<file path="src/rtl/afu_pkg.sv">
// Package: operation codes, flag positions and transaction types of the ALU flag unit.
package afu_pkg;

	// Operation codes
	localparam logic [5:0] OP_ADD    = 6'd0;
	localparam logic [5:0] OP_ADC    = 6'd1;
	localparam logic [5:0] OP_SUB    = 6'd2;
	localparam logic [5:0] OP_SBC    = 6'd3;
	localparam logic [5:0] OP_AND    = 6'd4;
	localparam logic [5:0] OP_XOR    = 6'd5;
	localparam logic [5:0] OP_OR     = 6'd6;
	localparam logic [5:0] OP_CP     = 6'd7;
	localparam logic [5:0] OP_RLC    = 6'd8;
	localparam logic [5:0] OP_SRL    = 6'd15;
	localparam logic [5:0] OP_RLCA   = 6'd16;
	localparam logic [5:0] OP_RRA    = 6'd19;
	localparam logic [5:0] OP_BIT    = 6'd20;
	localparam logic [5:0] OP_RES    = 6'd21;
	localparam logic [5:0] OP_SET    = 6'd22;
	localparam logic [5:0] OP_DAA    = 6'd23;
	localparam logic [5:0] OP_CPL    = 6'd24;
	localparam logic [5:0] OP_SCF    = 6'd25;
	localparam logic [5:0] OP_CCF    = 6'd26;
	localparam logic [5:0] OP_INC8   = 6'd27;
	localparam logic [5:0] OP_DEC8   = 6'd28;
	localparam logic [5:0] OP_ADD16  = 6'd29;
	localparam logic [5:0] OP_ADDOFS = 6'd30;
	localparam logic [5:0] OP_INC16  = 6'd31;
	localparam logic [5:0] OP_DEC16  = 6'd32;

	// Accumulator ALU kinds, taken from the low three bits of the code
	localparam logic [2:0] AL_ADD = 3'd0;
	localparam logic [2:0] AL_ADC = 3'd1;
	localparam logic [2:0] AL_SUB = 3'd2;
	localparam logic [2:0] AL_SBC = 3'd3;
	localparam logic [2:0] AL_AND = 3'd4;
	localparam logic [2:0] AL_XOR = 3'd5;
	localparam logic [2:0] AL_OR  = 3'd6;
	localparam logic [2:0] AL_CP  = 3'd7;

	// Rotate and shift kinds, taken from the low three bits of the code
	localparam logic [2:0] SH_RLC  = 3'd0;
	localparam logic [2:0] SH_RRC  = 3'd1;
	localparam logic [2:0] SH_RL   = 3'd2;
	localparam logic [2:0] SH_RR   = 3'd3;
	localparam logic [2:0] SH_SLA  = 3'd4;
	localparam logic [2:0] SH_SRA  = 3'd5;
	localparam logic [2:0] SH_SWAP = 3'd6;
	localparam logic [2:0] SH_SRL  = 3'd7;

	// Flag bit positions in the packed Z N H C nibble
	localparam int FLAG_Z = 3;
	localparam int FLAG_N = 2;
	localparam int FLAG_H = 1;
	localparam int FLAG_C = 0;

	typedef struct packed {
		logic [5:0]        req_type;
		logic [7:0]        acc_value;
		logic [7:0]        operand_value;
		logic [15:0]       wide_left;
		logic [15:0]       wide_right;
		logic signed [7:0] signed_offset;
		logic [2:0]        bit_index;
		logic [3:0]        flags_in;
	} req_t;

	typedef struct packed {
		logic [7:0]  result_byte;
		logic [15:0] result_word;
		logic [3:0]  flags_out;
	} rsp_t;

endpackage

</file>
<file path="src/rtl/afu_core.sv">
// Combinational datapath: computes result byte, result word and flags of one operation.
module afu_core (
	input  afu_pkg::req_t req,
	output afu_pkg::rsp_t rsp
);
	import afu_pkg::*;

	logic [7:0]  a;
	logic [7:0]  v;
	logic [3:0]  fl;
	logic        cin;
	logic        use_c;
	logic [8:0]  add9;
	logic [4:0]  addh;
	logic [8:0]  sub9;
	logic [4:0]  subh;
	logic [7:0]  alu_res;
	logic [3:0]  alu_flg;
	logic [7:0]  sh_res;
	logic        sh_c;
	logic [7:0]  mask;
	logic [7:0]  daa_res;
	logic        daa_c;
	logic [7:0]  inc8;
	logic [7:0]  dec8;
	logic [16:0] w_sum;
	logic [12:0] w_h;
	logic [15:0] ofs_ext;
	logic [15:0] ofs_sum;
	logic [4:0]  ofs_h;
	logic [8:0]  ofs_c;

	assign a     = req.acc_value;
	assign v     = req.operand_value;
	assign fl    = req.flags_in;
	assign cin   = fl[FLAG_C];
	assign use_c = (req.req_type == OP_ADC || req.req_type == OP_SBC) ? cin : 1'b0;

	// Add and subtract with carry and half carry
	assign add9 = {1'b0, a} + {1'b0, v} + {8'd0, use_c};
	assign addh = {1'b0, a[3:0]} + {1'b0, v[3:0]} + {4'd0, use_c};
	assign sub9 = {1'b0, a} - {1'b0, v} - {8'd0, use_c};
	assign subh = {1'b0, a[3:0]} - {1'b0, v[3:0]} - {4'd0, use_c};

	// Accumulator ALU group
	always_comb begin
		alu_flg = 4'd0;
		unique case (req.req_type[2:0])
			AL_ADD, AL_ADC: begin
				alu_res         = add9[7:0];
				alu_flg[FLAG_H] = addh[4];
				alu_flg[FLAG_C] = add9[8];
			end
			AL_SUB, AL_SBC, AL_CP: begin
				alu_res         = sub9[7:0];
				alu_flg[FLAG_N] = 1'b1;
				alu_flg[FLAG_H] = subh[4];
				alu_flg[FLAG_C] = sub9[8];
			end
			AL_AND: begin
				alu_res         = a & v;
				alu_flg[FLAG_H] = 1'b1;
			end
			AL_XOR: alu_res = a ^ v;
			default: alu_res = a | v;
		endcase
		alu_flg[FLAG_Z] = (alu_res == 8'd0);
	end

	// Rotates and shifts
	always_comb begin
		unique case (req.req_type[2:0])
			SH_RLC:  begin sh_c = a[7]; sh_res = {a[6:0], a[7]}; end
			SH_RRC:  begin sh_c = a[0]; sh_res = {a[0], a[7:1]}; end
			SH_RL:   begin sh_c = a[7]; sh_res = {a[6:0], cin}; end
			SH_RR:   begin sh_c = a[0]; sh_res = {cin, a[7:1]}; end
			SH_SLA:  begin sh_c = a[7]; sh_res = {a[6:0], 1'b0}; end
			SH_SRA:  begin sh_c = a[0]; sh_res = {a[7], a[7:1]}; end
			SH_SWAP: begin sh_c = 1'b0; sh_res = {a[3:0], a[7:4]}; end
			default: begin sh_c = a[0]; sh_res = {1'b0, a[7:1]}; end
		endcase
	end

	// Decimal adjust after add or subtract
	always_comb begin
		logic [8:0] t1;
		logic [8:0] t2;
		logic       hi;
		t1 = 9'd0;
		t2 = 9'd0;
		hi = 1'b0;
		if (!fl[FLAG_N]) begin
			t1 = {1'b0, a} + ((fl[FLAG_H] || a[3:0] > 4'd9) ? 9'h006 : 9'h000);
			hi = fl[FLAG_C] || (t1 > 9'h09f);
			t2 = t1 + (hi ? 9'h060 : 9'h000);
			daa_res = t2[7:0];
			daa_c   = fl[FLAG_C] | hi;
		end else begin
			daa_res = a - (fl[FLAG_H] ? 8'h06 : 8'h00) - (fl[FLAG_C] ? 8'h60 : 8'h00);
			daa_c   = fl[FLAG_C];
		end
	end

	// Increment, decrement and wide adds
	assign mask    = 8'd1 << req.bit_index;
	assign inc8    = a + 8'd1;
	assign dec8    = a - 8'd1;
	assign w_sum   = {1'b0, req.wide_left} + {1'b0, req.wide_right};
	assign w_h     = {1'b0, req.wide_left[11:0]} + {1'b0, req.wide_right[11:0]};
	assign ofs_ext = {{8{req.signed_offset[7]}}, req.signed_offset};
	assign ofs_sum = req.wide_left + ofs_ext;
	assign ofs_h   = {1'b0, req.wide_left[3:0]} + {1'b0, req.signed_offset[3:0]};
	assign ofs_c   = {1'b0, req.wide_left[7:0]} + {1'b0, req.signed_offset[7:0]};

	// Select the result by operation group
	always_comb begin
		rsp.result_byte = a;
		rsp.result_word = 16'd0;
		rsp.flags_out   = fl;
		priority if (req.req_type <= OP_CP) begin
			rsp.result_byte = (req.req_type == OP_CP) ? a : alu_res;
			rsp.flags_out   = alu_flg;
		end else if (req.req_type <= OP_SRL) begin
			rsp.result_byte = sh_res;
			rsp.flags_out   = {(sh_res == 8'd0), 1'b0, 1'b0, sh_c};
		end else if (req.req_type <= OP_RRA) begin
			rsp.result_byte = sh_res;
			rsp.flags_out   = {1'b0, 1'b0, 1'b0, sh_c};
		end else begin
			unique case (req.req_type)
				OP_BIT: rsp.flags_out = {~|(a & mask), 1'b0, 1'b1, cin};
				OP_RES: rsp.result_byte = a & ~mask;
				OP_SET: rsp.result_byte = a | mask;
				OP_DAA: begin
					rsp.result_byte = daa_res;
					rsp.flags_out   = {(daa_res == 8'd0), fl[FLAG_N], 1'b0, daa_c};
				end
				OP_CPL: begin
					rsp.result_byte = ~a;
					rsp.flags_out   = {fl[FLAG_Z], 1'b1, 1'b1, cin};
				end
				OP_SCF: rsp.flags_out = {fl[FLAG_Z], 1'b0, 1'b0, 1'b1};
				OP_CCF: rsp.flags_out = {fl[FLAG_Z], 1'b0, 1'b0, ~cin};
				OP_INC8: begin
					rsp.result_byte = inc8;
					rsp.flags_out   = {(inc8 == 8'd0), 1'b0, (inc8[3:0] == 4'h0), cin};
				end
				OP_DEC8: begin
					rsp.result_byte = dec8;
					rsp.flags_out   = {(dec8 == 8'd0), 1'b1, (dec8[3:0] == 4'hf), cin};
				end
				OP_ADD16: begin
					rsp.result_byte = 8'd0;
					rsp.result_word = w_sum[15:0];
					rsp.flags_out   = {fl[FLAG_Z], 1'b0, w_h[12], w_sum[16]};
				end
				OP_ADDOFS: begin
					rsp.result_byte = 8'd0;
					rsp.result_word = ofs_sum;
					rsp.flags_out   = {1'b0, 1'b0, ofs_h[4], ofs_c[8]};
				end
				OP_INC16: begin
					rsp.result_byte = 8'd0;
					rsp.result_word = req.wide_left + 16'd1;
				end
				OP_DEC16: begin
					rsp.result_byte = 8'd0;
					rsp.result_word = req.wide_left - 16'd1;
				end
				default: ;
			endcase
		end
	end

endmodule

</file>
<file path="src/rtl/cpu_alu_flag_unit.sv">
// Top level of the ALU flag unit: input register, datapath, result register.
//
//  channel | direction | handshake         | payload
//  req     | in        | req_valid/req_stall | afu_pkg::req_t
//  rsp     | out       | rsp_valid/rsp_stall | afu_pkg::rsp_t
//
// One transaction per cycle is accepted while req_stall is low; it passes through the
// input register, then the result register.
// Reset clears both valid bits; payload registers are not reset.
// req_stall rises only when both registers are full and rsp_stall is high.
// A stalled result holds in the result register.
module cpu_alu_flag_unit (
	input  logic          clk,
	input  logic          arst_n,
	input  logic          req_valid,
	output logic          req_stall,
	input  afu_pkg::req_t req_data,
	output logic          rsp_valid,
	input  logic          rsp_stall,
	output afu_pkg::rsp_t rsp_data
);
	import afu_pkg::*;

	req_t req_s1;
	logic vld_s1;
	rsp_t rsp_s2;
	logic vld_s2;
	rsp_t core_rsp;
	logic adv_s2;
	logic adv_s1;

	// Advance when the downstream register is empty or draining
	assign adv_s2    = !vld_s2 || !rsp_stall;
	assign adv_s1    = !vld_s1 || adv_s2;
	assign req_stall = !adv_s1;

	afu_core u_core (
		.req (req_s1),
		.rsp (core_rsp)
	);

	// Input stage valid
	always_ff @(posedge clk or negedge arst_n) begin
		if (!arst_n) begin
			vld_s1 <= 1'b0;
		end else if (adv_s1) begin
			vld_s1 <= req_valid;
		end
	end

	// Input stage payload
	always_ff @(posedge clk) begin
		if (adv_s1 && req_valid) begin
			req_s1 <= req_data;
		end
	end

	// Result stage valid
	always_ff @(posedge clk or negedge arst_n) begin
		if (!arst_n) begin
			vld_s2 <= 1'b0;
		end else if (adv_s2) begin
			vld_s2 <= vld_s1;
		end
	end

	// Result stage payload
	always_ff @(posedge clk) begin
		if (adv_s2 && vld_s1) begin
			rsp_s2 <= core_rsp;
		end
	end

	assign rsp_valid = vld_s2;
	assign rsp_data  = rsp_s2;

endmodule

</file>
<file path="config.mk">
export PLATFORM = sky130hd
export DESIGN_NAME = cpu_alu_flag_unit
export DESIGN_NICKNAME = d
export VERILOG_FILES = /design/src/rtl/afu_pkg.sv /design/src/rtl/afu_core.sv /design/src/rtl/cpu_alu_flag_unit.sv
export SDC_FILE = /design/constraint.sdc
export NUM_CORES = 1
export LEC_CHECK = 0
export BUFFER_PORTS_ARGS = -buffer_cell sky130_fd_sc_hd__buf_2
export CORE_UTILIZATION = 35
export DETAILED_ROUTE_END_ITERATION = 12
export PLACE_DENSITY = 0.53
export REMOVE_ABC_BUFFERS = 1
export SYNTH_ARGS = -nofsm -noshare
export SYNTH_HDL_FRONTEND = slang
export SYNTH_SLANG_ARGS = --single-unit
</file>
<file path="constraint.sdc">
create_clock -name clk -period 5.32 [get_ports clk]
set_clock_uncertainty 0.1 [all_clocks]
set_input_delay 0.532 -clock clk [delete_from_list [all_inputs] [get_ports clk]]
set_output_delay 0.532 -clock clk [all_outputs]
set_load 0.05 [all_outputs]
</file>
==> summary.md, run 1 <==
| Metric | Value |
|---|---|
| Status | `complete, but fails checks` |
| Failing checks | `design-rule violations` |
| Most common cell after layout, fill and taps aside | `buf_2` |
| DRC | `2` |
| EDFF count, synth | `between 90 and 100` |
| Most frequent cells in the layout | `buf_2 (102), edfxtp_1 (97), ha_1 (87)` |
| Max Slew Vio Count | `0` |
| First-pass DRT Iterations | `9` |
| Number of diodes | `0` |
| Core ar. | `24,250 um^2` |
| GR Util All Layers | `0.2097` |
| Final Hold Viols | `0` |
| PostCTS Resize Cnt | `0` |
| PD cells | `252.6 nW/um^2` |
| Worst EP arrival | `4.77 ns` |
| Global-route wire length before repair | `41.27 mm` |
| Fin crit share | `0.8930` |
| Area Overhead vs Synth | `13.86%` |
| I/O pins | `103` |
| Number of max-cap violations | `0` |
| Cell taking the most area after synthesis | `edfxtp_1` |
| Synth Register Bits | `99` |
| Required time of the critical path | `5.34 ns` |
| Vias/cell | `5.749` |
| Row count | `57` |
| Mapped Area | `8615 um^2` |
| Crit path kind | `register to register` |
| Clock Latency Late Sink | `between 0.3 and 0.4 ns` |
| IO Port Bufs | `between 100 and 150` |
| # Post-CTS Setup Buffers | `0` |
| FFs w/ async S/R, synth | `0.02020` |
| CTS root buf | `clkbuf_16` |
| DIE WIDTH | `158.9 um` |
| Die ar. | `25,240 um^2` |
| Post-route ant nets | `0` |
| Fin crit period | `roughly 4.8 ns` |
| Worst hold path class | `input pin to register` |
| Max Clk Rate | `210.5 MHz` |
| Clock tree buffer depth | `2` |
| Normalized max-slew margin | `0.3517` |
| Register area | `roughly 3000 um^2` |
| Hold Crit Start | `req_data[16]` |
| CTS tree | `built` |
| Leakage power | `3.913 nW` |
| Post-DP HPWL | `20.14 mm` |
| Initial DRC Count | `613` |
| RSZ-0062 raised after global routing | `false` |
| Layout cells sized above 1 | `0.1606` |
| Prevailing post-synth register cell | `edfxtp_1` |
| Worst VDD drop | `~150 uV` |
| Synth Instances | `roughly 910` |
| WL/cell | `19.94 um` |
| Largest cells by area after synthesis | `edfxtp_1 (34%), ha_1 (13%), a21oi_1 (3.7%)` |
| Warnings from Yosys | `0` |
| Critical path startpoint category | `register` |
| Initial antenna violation count | `0` |
| Fin Hold WS | `0.2339 ns` |
| Yosys top cell area share | `0.3381` |
| Fillers | `2,474` |
| Area of the multi-input gates | `5299 um^2` |
| Vias in the first global route | `7,202` |
| Wirelength, routed | `~27 mm` |
| R2r startpoint | `req_s1[55]$_DFFE_PP_` |
| Post-layout nets | `1,172` |
| Final setup fails | `0` |
| Total number of vias | `between 7,000 and 8,000` |
| Total clock sinks | `99` |
| Worst setup path start | `req_s1[55]$_DFFE_PP_` |
| Netlist cell types | `88` |
| GR Overflow Total | `0` |
| RD Place Congestion | `0.9135` |
| Setup TNS | `0 ns` |
| Initial cell density of the core | `0.3553` |
| Largest net degree at the start of global routing | `70` |
| Htree depth | `3` |
| Die Y | `158.9 um` |
| Sequential area share after synthesis | `0.3439` |
| Syn Area/Cell | `around 9.4 um^2` |
| Num CTS Buffers | `9` |
| Worst slew pin tran | `0.9623 ns` |
| Clock transition at the registers of the reported paths | `0.09 ns` |
| Crit end category | `register` |
| Crit path max fanout | `7` |
-- state kept, by name, summed over array words and instances, names as in the netlist --
signal	count
req_s1	69
rsp_data	28
rsp_valid	1
vld_s1	1
-- layer usage --
layer | part of all wire | global-route usage | up-vias
met5 | 0 | 0 | -
met4 | 0.025 | 0.06643 | 0
met3 | 0.055 | 0.02874 | 46
met2 | 0.44 | 0.3184 | 300
met1 | 0.48 | 0.3056 | 3665
li1 | - | - | 3653
-- report_power, final --
part           switching [mW]  leakage, nW  internal (mW)  total, mW
Combinational           0.498         2.80          0.300      0.798
Sequential             0.0506        0.961          0.926      0.977
Clock                   0.363        0.152          0.340      0.702
-- kinds of logic after synthesis --
logic type,count (synthesis),synth area share
compound gates,289,0.2282
simple gates,273,0.1653
flops,99,0.3439
fa+ha+maj,95,0.1450
buf+inv,89,0.04256
xor+xnor,47,0.04779
mux,22,0.02731
-- final timing paths --
check                                          to  slack (ns)  cells past startpoint
setup / recovery           rsp_data[27]$_DFFE_PP_        0.57                     19
max in group asynchronous   rsp_valid$_DFFE_PN0P_        4.65                      2
setup reg to reg           rsp_data[27]$_DFFE_PP_        0.57                     19
hold / removal               req_s1[16]$_DFFE_PP_        0.23                      1
min in group asynchronous      vld_s1$_DFFE_PN0N_        0.38                      2
hold reg to reg             rsp_valid$_DFFE_PN0P_        0.39                      1
-- Yosys cell counts (all sizes together), types with 4 or more instances --
cell / instances
a2111oi: 5
a211oi: 14
a21o: 17
a21oi: 64
a22oi: 4
a31o: 4
a31oi: 9
a32oi: 5
and2: 4
and3: 5
buf: 19
clkbuf: 21
edfxtp: 97
fa: 8
ha: 87
inv: 48
mux2i: 19
nand2: 55
nand2b: 14
nand3: 25
nand4: 7
nand4b: 5
nor2: 73
nor2b: 16
nor3: 26
nor3b: 5
nor4: 8
o2111ai: 4
o211ai: 11
o21a: 16
o21ai: 59
o221ai: 6
o22ai: 16
o311a: 5
o31a: 4
o31ai: 13
o32a: 5
or2: 8
or3: 7
or4: 4
xnor2: 28
xor2: 19
-- layout make-up --
cell class | count | share of cell area
clock inverters | 7 | 0.009312
multi-input cells | 726 | 0.5402
clock buffers | 9 | 0.02296
flip-flops and latches | 99 | 0.3021
inverters | 49 | 0.01875
repair buffers | 119 | 0.06531
well taps | 324 | 0.04133
-- timing repair --
item	in CTS	in global routing
hold buffers	1	0
hold endpoints to repair	2	0
endpoints found under the setup margin	0	0
-- metrics by stage --
stage	instance area (um^2)	setup WS, ns	std cells	utilization	power, mW
2_1_floorplan	8432	0.7117	874	-	1.555
3_3_place_gp	9482	0.7370	1316	0.3910	1.783
3_5_place_dp	9482	0.6452	1316	0.3910	1.781
4_1_cts	9808	0.6353	1333	0.4045	2.489
5_1_grt	9808	0.3160	1333	0.4045	2.604
6_report	9808	0.5692	1333	0.4045	2.477
-- worst max-delay path: stages, from the launching register on --
cell and delay (ns):
edfxtp_1 0.52, inv_1 0.21, ha_1 0.29, o21ai_0 0.18, a21o_1 0.19, ha_1 0.17
inv_1 0.05, fa_1 0.42, nand4b_1 0.24, nor2_1 0.18, mux2i_1 0.11, or2_2 0.31
ha_1 0.20, fa_1 0.40, nor3_1 0.21, nor3_1 0.07, a31oi_1 0.21, xnor2_1 0.19
a21oi_2 0.10, a2bb2oi_2 0.16
Note: power is estimated with default switching activity, not from simulation.
==> run 2, diff against run 1 <==
--- a/config.mk
+++ b/config.mk
@@ -9,6 +9,7 @@
 export CORE_UTILIZATION = 35
 export DETAILED_ROUTE_END_ITERATION = 12
 export PLACE_DENSITY = 0.53
+export RECOVER_POWER = 25
 export REMOVE_ABC_BUFFERS = 1
 export SYNTH_ARGS = -nofsm -noshare
 export SYNTH_HDL_FRONTEND = slang
==> summary.md, run 2 (synthesis results as in run 1) <==
| Metric | Value |
|---|---|
| CTS Hold Bufs | `1` |
| Area Overhead vs Synth | `13.84%` |
| Number of max-cap violations | `0` |
| Final worst-path setup slack | `approximately 0.57 ns` |
| Max Slew Vio Count | `0` |
| Worst EP arrival | `4.77 ns` |
| Flop2flop setup slack | `around 0.57 ns` |
| RSZ-0062 raised after global routing | `false` |
| # Post-CTS Setup Buffers | `0` |
| Wirelength, routed | `26.60 mm` |
| Final setup fails | `0` |
| GR Overflow Total | `0` |
| Crit path kind | `register to register` |
| Crit path max fanout | `7` |
| Sw Ratio | `0.3678` |
| Cell area after layout | `9807 um^2` |
| Max Clk Rate | `around 210 MHz` |
| Clock network fraction of total power | `0.283` |
| Number of diodes | `0` |
| Clock Latency Late Sink | `0.37 ns` |
| PnR Total Power | `2.477 mW` |
| Initial cell density of the core | `0.3553` |
| WL/cell | `around 20 um` |
| Post-placement cell count | `roughly 1,300` |
| I/O pins | `103` |
| Sequential power share | `0.394` |
| Htree depth | `3` |
| Normalized max-slew margin | `0.3482` |
| CTS tree | `built` |
| Crit end category | `register` |
| DIE WIDTH | `around 160 um` |
| Clock transition at the registers of the reported paths | `0.09 ns` |
| GR Util All Layers | `0.2097` |
| Initial antenna violation count | `0` |
| Status | `complete, but fails checks` |
| RD Place Congestion | `0.9135` |
| Int Pwr | `about 1.6 mW` |
| Worst hold path class | `input pin to register` |
| Die ar. | `25,240 um^2` |
| Worst VDD drop | `153.0 uV` |
| Net load switching power | `about 0.91 mW` |
| Core ar. | `24,250 um^2` |
| Clock tree buffer depth | `2` |
| Vias in the first global route | `about 7,200` |
| DRC | `2` |
| Total number of vias | `between 7,000 and 8,000` |
| Required time of the critical path | `5.34 ns` |
| Worst slew pin tran | `0.9675 ns` |
| Largest net degree at the start of global routing | `70` |
| PostCTS Resize Cnt | `0` |
| PD cells | `252.6 nW/um^2` |
| Post-DP HPWL | `20.14 mm` |
| IO Port Bufs | `102` |
| Layout cells sized above 1 | `0.1596` |
| Fin crit period | `4.747 ns` |
| Vias/cell | `5.746` |
| Fin crit share | `0.8923` |
| Most common cell after layout, fill and taps aside | `buf_2` |
| Num CTS Buffers | `9` |
| Total clock sinks | `99` |
| Final non-filler cell total | `1,333` |
| Global-route wire length before repair | `41.27 mm` |
| Final Hold Viols | `0` |
| Share of total power in combinational logic | `0.322` |
| CTS root buf | `clkbuf_16` |
| Die Y | `158.9 um` |
| Row count | `57` |
| Most frequent cells in the layout | `buf_2 (101), edfxtp_1 (97), ha_1 (87)` |
| Failing checks | `design-rule violations` |
| Setup TNS | `0 ns` |
| Max reg flops | `69` |
| Biggest register | `req_s1` |
| Initial DRC Count | `around 610` |
| Post-layout nets | `~1,200` |
| Post-route ant nets | `0` |
| Leakage power | `a little under 4 nW` |
| Critical path startpoint category | `register` |
| First-pass DRT Iterations | `9` |
| Pre-CTS setup slack | `0.6452 ns` |
| Placed inst area | `9482 um^2` |
## run 2: cell count changes in the layout (fill, tap and decap cells not counted), sizes merged
cell / change
clkbuf: +1
buf: -1
## run 2: worst max-delay path, cell delays in order, from the launching register on
cell	delay (ns)
edfxtp_1	0.52
inv_1	0.21
ha_1	0.29
o21ai_0	0.18
a21o_1	0.19
ha_1	0.17
inv_1	0.05
fa_1	0.42
nand4b_1	0.24
nor2_1	0.18
mux2i_1	0.11
or2_2	0.31
ha_1	0.20
fa_1	0.40
nor3_1	0.21
nor3_1	0.07
a31oi_1	0.21
xnor2_1	0.19
a21oi_2	0.10
a2bb2oi_2	0.16
## run 2: area by class of cell
class                      instances  area [um^2]
multi-input combinational        726         5299
clock buffer                       9        225.2
timing repair buffer             119        639.4
clock inverter                     7        91.34
fill                            2474        14440
sequential                        99         2963
inverter                          49        183.9
tap                              324        405.4
## run 2: worst paths after layout
check                                     start                endpoint  cells after the start
max in group asynchronous                arst_n   rsp_valid$_DFFE_PN0P_                      2
max reg2reg                req_s1[55]$_DFFE_PP_  rsp_data[27]$_DFFE_PP_                     19
max                        req_s1[55]$_DFFE_PP_  rsp_data[27]$_DFFE_PP_                     19
min in group asynchronous                arst_n      vld_s1$_DFFE_PN0N_                      2
min                                req_data[16]    req_s1[16]$_DFFE_PP_                      1
min reg2reg                  vld_s1$_DFFE_PN0N_   rsp_valid$_DFFE_PN0P_                      1
## run 2: power by group through the flow
| stage | Clock [mW] | Combinational, mW | Sequential, mW |
|---|---|---|---|
| 2_1_floorplan | 0 | 0.488 | 1.07 |
| 3_3_place_gp | 0 | 0.788 | 0.995 |
| 3_5_place_dp | 0 | 0.786 | 0.994 |
| 4_1_cts | 0.720 | 0.792 | 0.977 |
| 5_1_grt | 0.745 | 0.875 | 0.984 |
| 6_report | 0.702 | 0.798 | 0.977 |
## run 2: per-layer routing
metal	track usage	vias to the layer above	routed length, um
met5	0	-	0
met4	0.06643	0	678
met3	0.02874	47	1474
met2	0.3184	290	11730
met1	0.3056	3668	12710
li1	-	3655	-
## run 2: per-stage QoR
stage / hold WS, ns / util
floorplan: 0.1364 / -
global placement: 0.2210 / 0.3910
detailed placement: 0.2208 / 0.3910
CTS: 0.2262 / 0.4045
global route: 0.2181 / 0.4044
finish: 0.2339 / 0.4044
==> run 3, diff against run 2 <==
--- a/config.mk
+++ b/config.mk
@@ -8,6 +8,7 @@
 export BUFFER_PORTS_ARGS = -buffer_cell sky130_fd_sc_hd__buf_2
 export CORE_UTILIZATION = 35
 export DETAILED_ROUTE_END_ITERATION = 12
+export GPL_TIMING_DRIVEN = 0
 export PLACE_DENSITY = 0.53
 export RECOVER_POWER = 25
 export REMOVE_ABC_BUFFERS = 1
==> summary.md, run 3 (synthesis results as in run 1) <==
| Metric | Value |
|---|---|
| PD cells | `255.2 nW/um^2` |
| Die ar. | `25,240 um^2` |
| Vias in the first global route | `between 7,000 and 8,000` |
| Vias/cell | `5.635` |
| Post-DP HPWL | `19.45 mm` |
| Most frequent cells in the layout | `buf_2 (102), edfxtp_1 (97), ha_1 (87)` |
| CTS tree | `built` |
| Number of max-cap violations | `0` |
| Initial DRC Count | `650` |
| Fin crit share | `0.9228` |
| Setup TNS | `0 ns` |
| Global-route wire length before repair | `around 40 mm` |
| Number of diodes | `0` |
| Post-route ant nets | `0` |
| Worst hold path class | `input pin to register` |
| Post-placement cell count | `1,302` |
| Largest net degree at the start of global routing | `43` |
| Max Slew Vio Count | `0` |
| Post-layout nets | `1,163` |
| Clock transition at the registers of the reported paths | `0.08 ns` |
| Leakage power | `3.877 nW` |
| Initial antenna violation count | `0` |
| RSZ-0062 raised after global routing | `false` |
| Worst-path cell chain | `a21o_1, ha_1, inv_1, fa_1, nand4b_1, nor2_1, mux2i_1, or2_2, ha_1, fa_1, nor3_1, nor3_1, a31oi_1, xnor2_1, a21oi_2, a2bb2oi_2` |
| CTS root buf | `clkbuf_16` |
| Fillers | `2,458` |
| Critical path startpoint category | `register` |
| Worst EP arrival | `4.91 ns` |
| Final setup fails | `0` |
| Area Overhead vs Synth | `13.57%` |
| Crit end category | `register` |
| GR Util All Layers | `0.2045` |
| Crit path kind | `register to register` |
| WL/cell | `19.67 um` |
| Most common cell after layout, fill and taps aside | `buf_2` |
| Total number of vias | `about 7,500` |
| Status | `completed` |
| Normalized max-slew margin | `0.2151` |
| Crit path max fanout | `20` |
| Worst slew pin tran | `1.168 ns` |
| PnR Total Power | `approximately 2.5 mW` |
| GR Overflow Total | `0` |
| Row count | `57` |
| I/O pins | `103` |
| CP peak stage delay | `1.00 ns` |
| Fin crit period | `about 4.9 ns` |
| Cell area after layout | `9783 um^2` |
| Final non-filler cell total | `1,324` |
| Pre-CTS setup slack | `-0.2866 ns` |
| Clock Latency Late Sink | `0.36 ns` |
| Max Clk Rate | `203.7 MHz` |
| First-pass DRT Iterations | `5` |
| Total clock sinks | `99` |
| Initial cell density of the core | `0.3553` |
| Flop2flop setup slack | `0.41 ns` |
| Die Y | `158.9 um` |
| Final Hold Viols | `0` |
| DRC | `0` |
| Wirelength, routed | `26.04 mm` |
| Worst VDD drop | `between 150 and 200 uV` |
| Max stage delay cell, worst path | `edfxtp_1` |
| Placed inst area | `~9400 um^2` |
| Final worst-path setup slack | `~0.4 ns` |
| Num CTS Buffers | `9` |
| Core ar. | `approximately 24,000 um^2` |
| IO Port Bufs | `just over 100` |
| Layout cells sized above 1 | `0.1550` |
| Required time of the critical path | `5.32 ns` |
| Biggest register | `req_s1` |
| Clock tree buffer depth | `2` |
| Htree depth | `3` |
| DIE WIDTH | `158.9 um` |
| RD Place Congestion | `0.9314` |
| Max reg flops | `slightly below 70` |
## run 3: cell count changes in the layout (fill, tap and decap cells not counted), moves of 2 or more
cell / delta
clkinv_8: -3
inv_6: -2
inv_8: +2
buf_4: -12
clkinvlp_4: +2
buf_12: +2
## run 3: where the power goes
part           total (mW)  internal (mW)  switching, mW
Combinational       0.778          0.302          0.477
Sequential          0.998          0.926         0.0722
Clock               0.720          0.378          0.342
## run 3: layout make-up
type	count	area, um^2	share of cell area
Multi-Input combinational cell	726	5308	0.5425
Sequential cell	99	2963	0.3029
Timing Repair Buffer	110	605.6	0.06190
Tap cell	324	405.4	0.04144
Clock buffer	9	225.2	0.02302
Inverter	49	183.9	0.01880
Clock inverter	7	92.59	0.009464
## run 3: final timing paths
path                            cells past startpoint                endpoint                  from
worst max-delay path                               16  rsp_data[27]$_DFFE_PP_  req_s1[58]$_DFFE_PP_
max in group asynchronous                           2   rsp_valid$_DFFE_PN0P_                arst_n
worst min register to register                      1   rsp_valid$_DFFE_PN0P_    vld_s1$_DFFE_PN0N_
min in group asynchronous                           2      vld_s1$_DFFE_PN0N_                arst_n
worst min-delay path                                1    req_s1[39]$_DFFE_PP_          req_data[39]
worst max register to register                     16  rsp_data[27]$_DFFE_PP_  req_s1[58]$_DFFE_PP_
## run 3: through the flow
stage                       util  hold slack [ns]
after global placement    0.3855           0.2176
after global routing      0.4035           0.2166
after detailed placement  0.3877           0.2197
after CTS                 0.4022           0.2248
final                     0.4035           0.2409
after floorplan                -           0.1364
## run 3: timing repair
action / 4_1_cts / 5_1_grt
setup buffers: 3 / 2
endpoints found under the setup margin: 3 / 6
gates resized for setup: 0 / 1
endpoints found under the hold margin: 2 / 0
hold buffers: 1 / 0
## run 3: critical path: cells and delay by family, from the launching register on
kind                     cells  cell delay (ns)
multiplexers                 1             0.19
adder cells (fa/ha/maj)      4             1.23
XOR/XNOR                     1             0.23
AO/OA/AOI/OAI                4             0.80
flip-flops                   1             1.00
AND/OR/NAND/NOR              5             1.04
buffers and inverters        1             0.05
## run 3: layer usage
layer,GRT usage,share of wire
met5,0,0
met4,0.05769,0.019
met3,0.02717,0.057
met2,0.3112,0.44
met1,0.3006,0.49
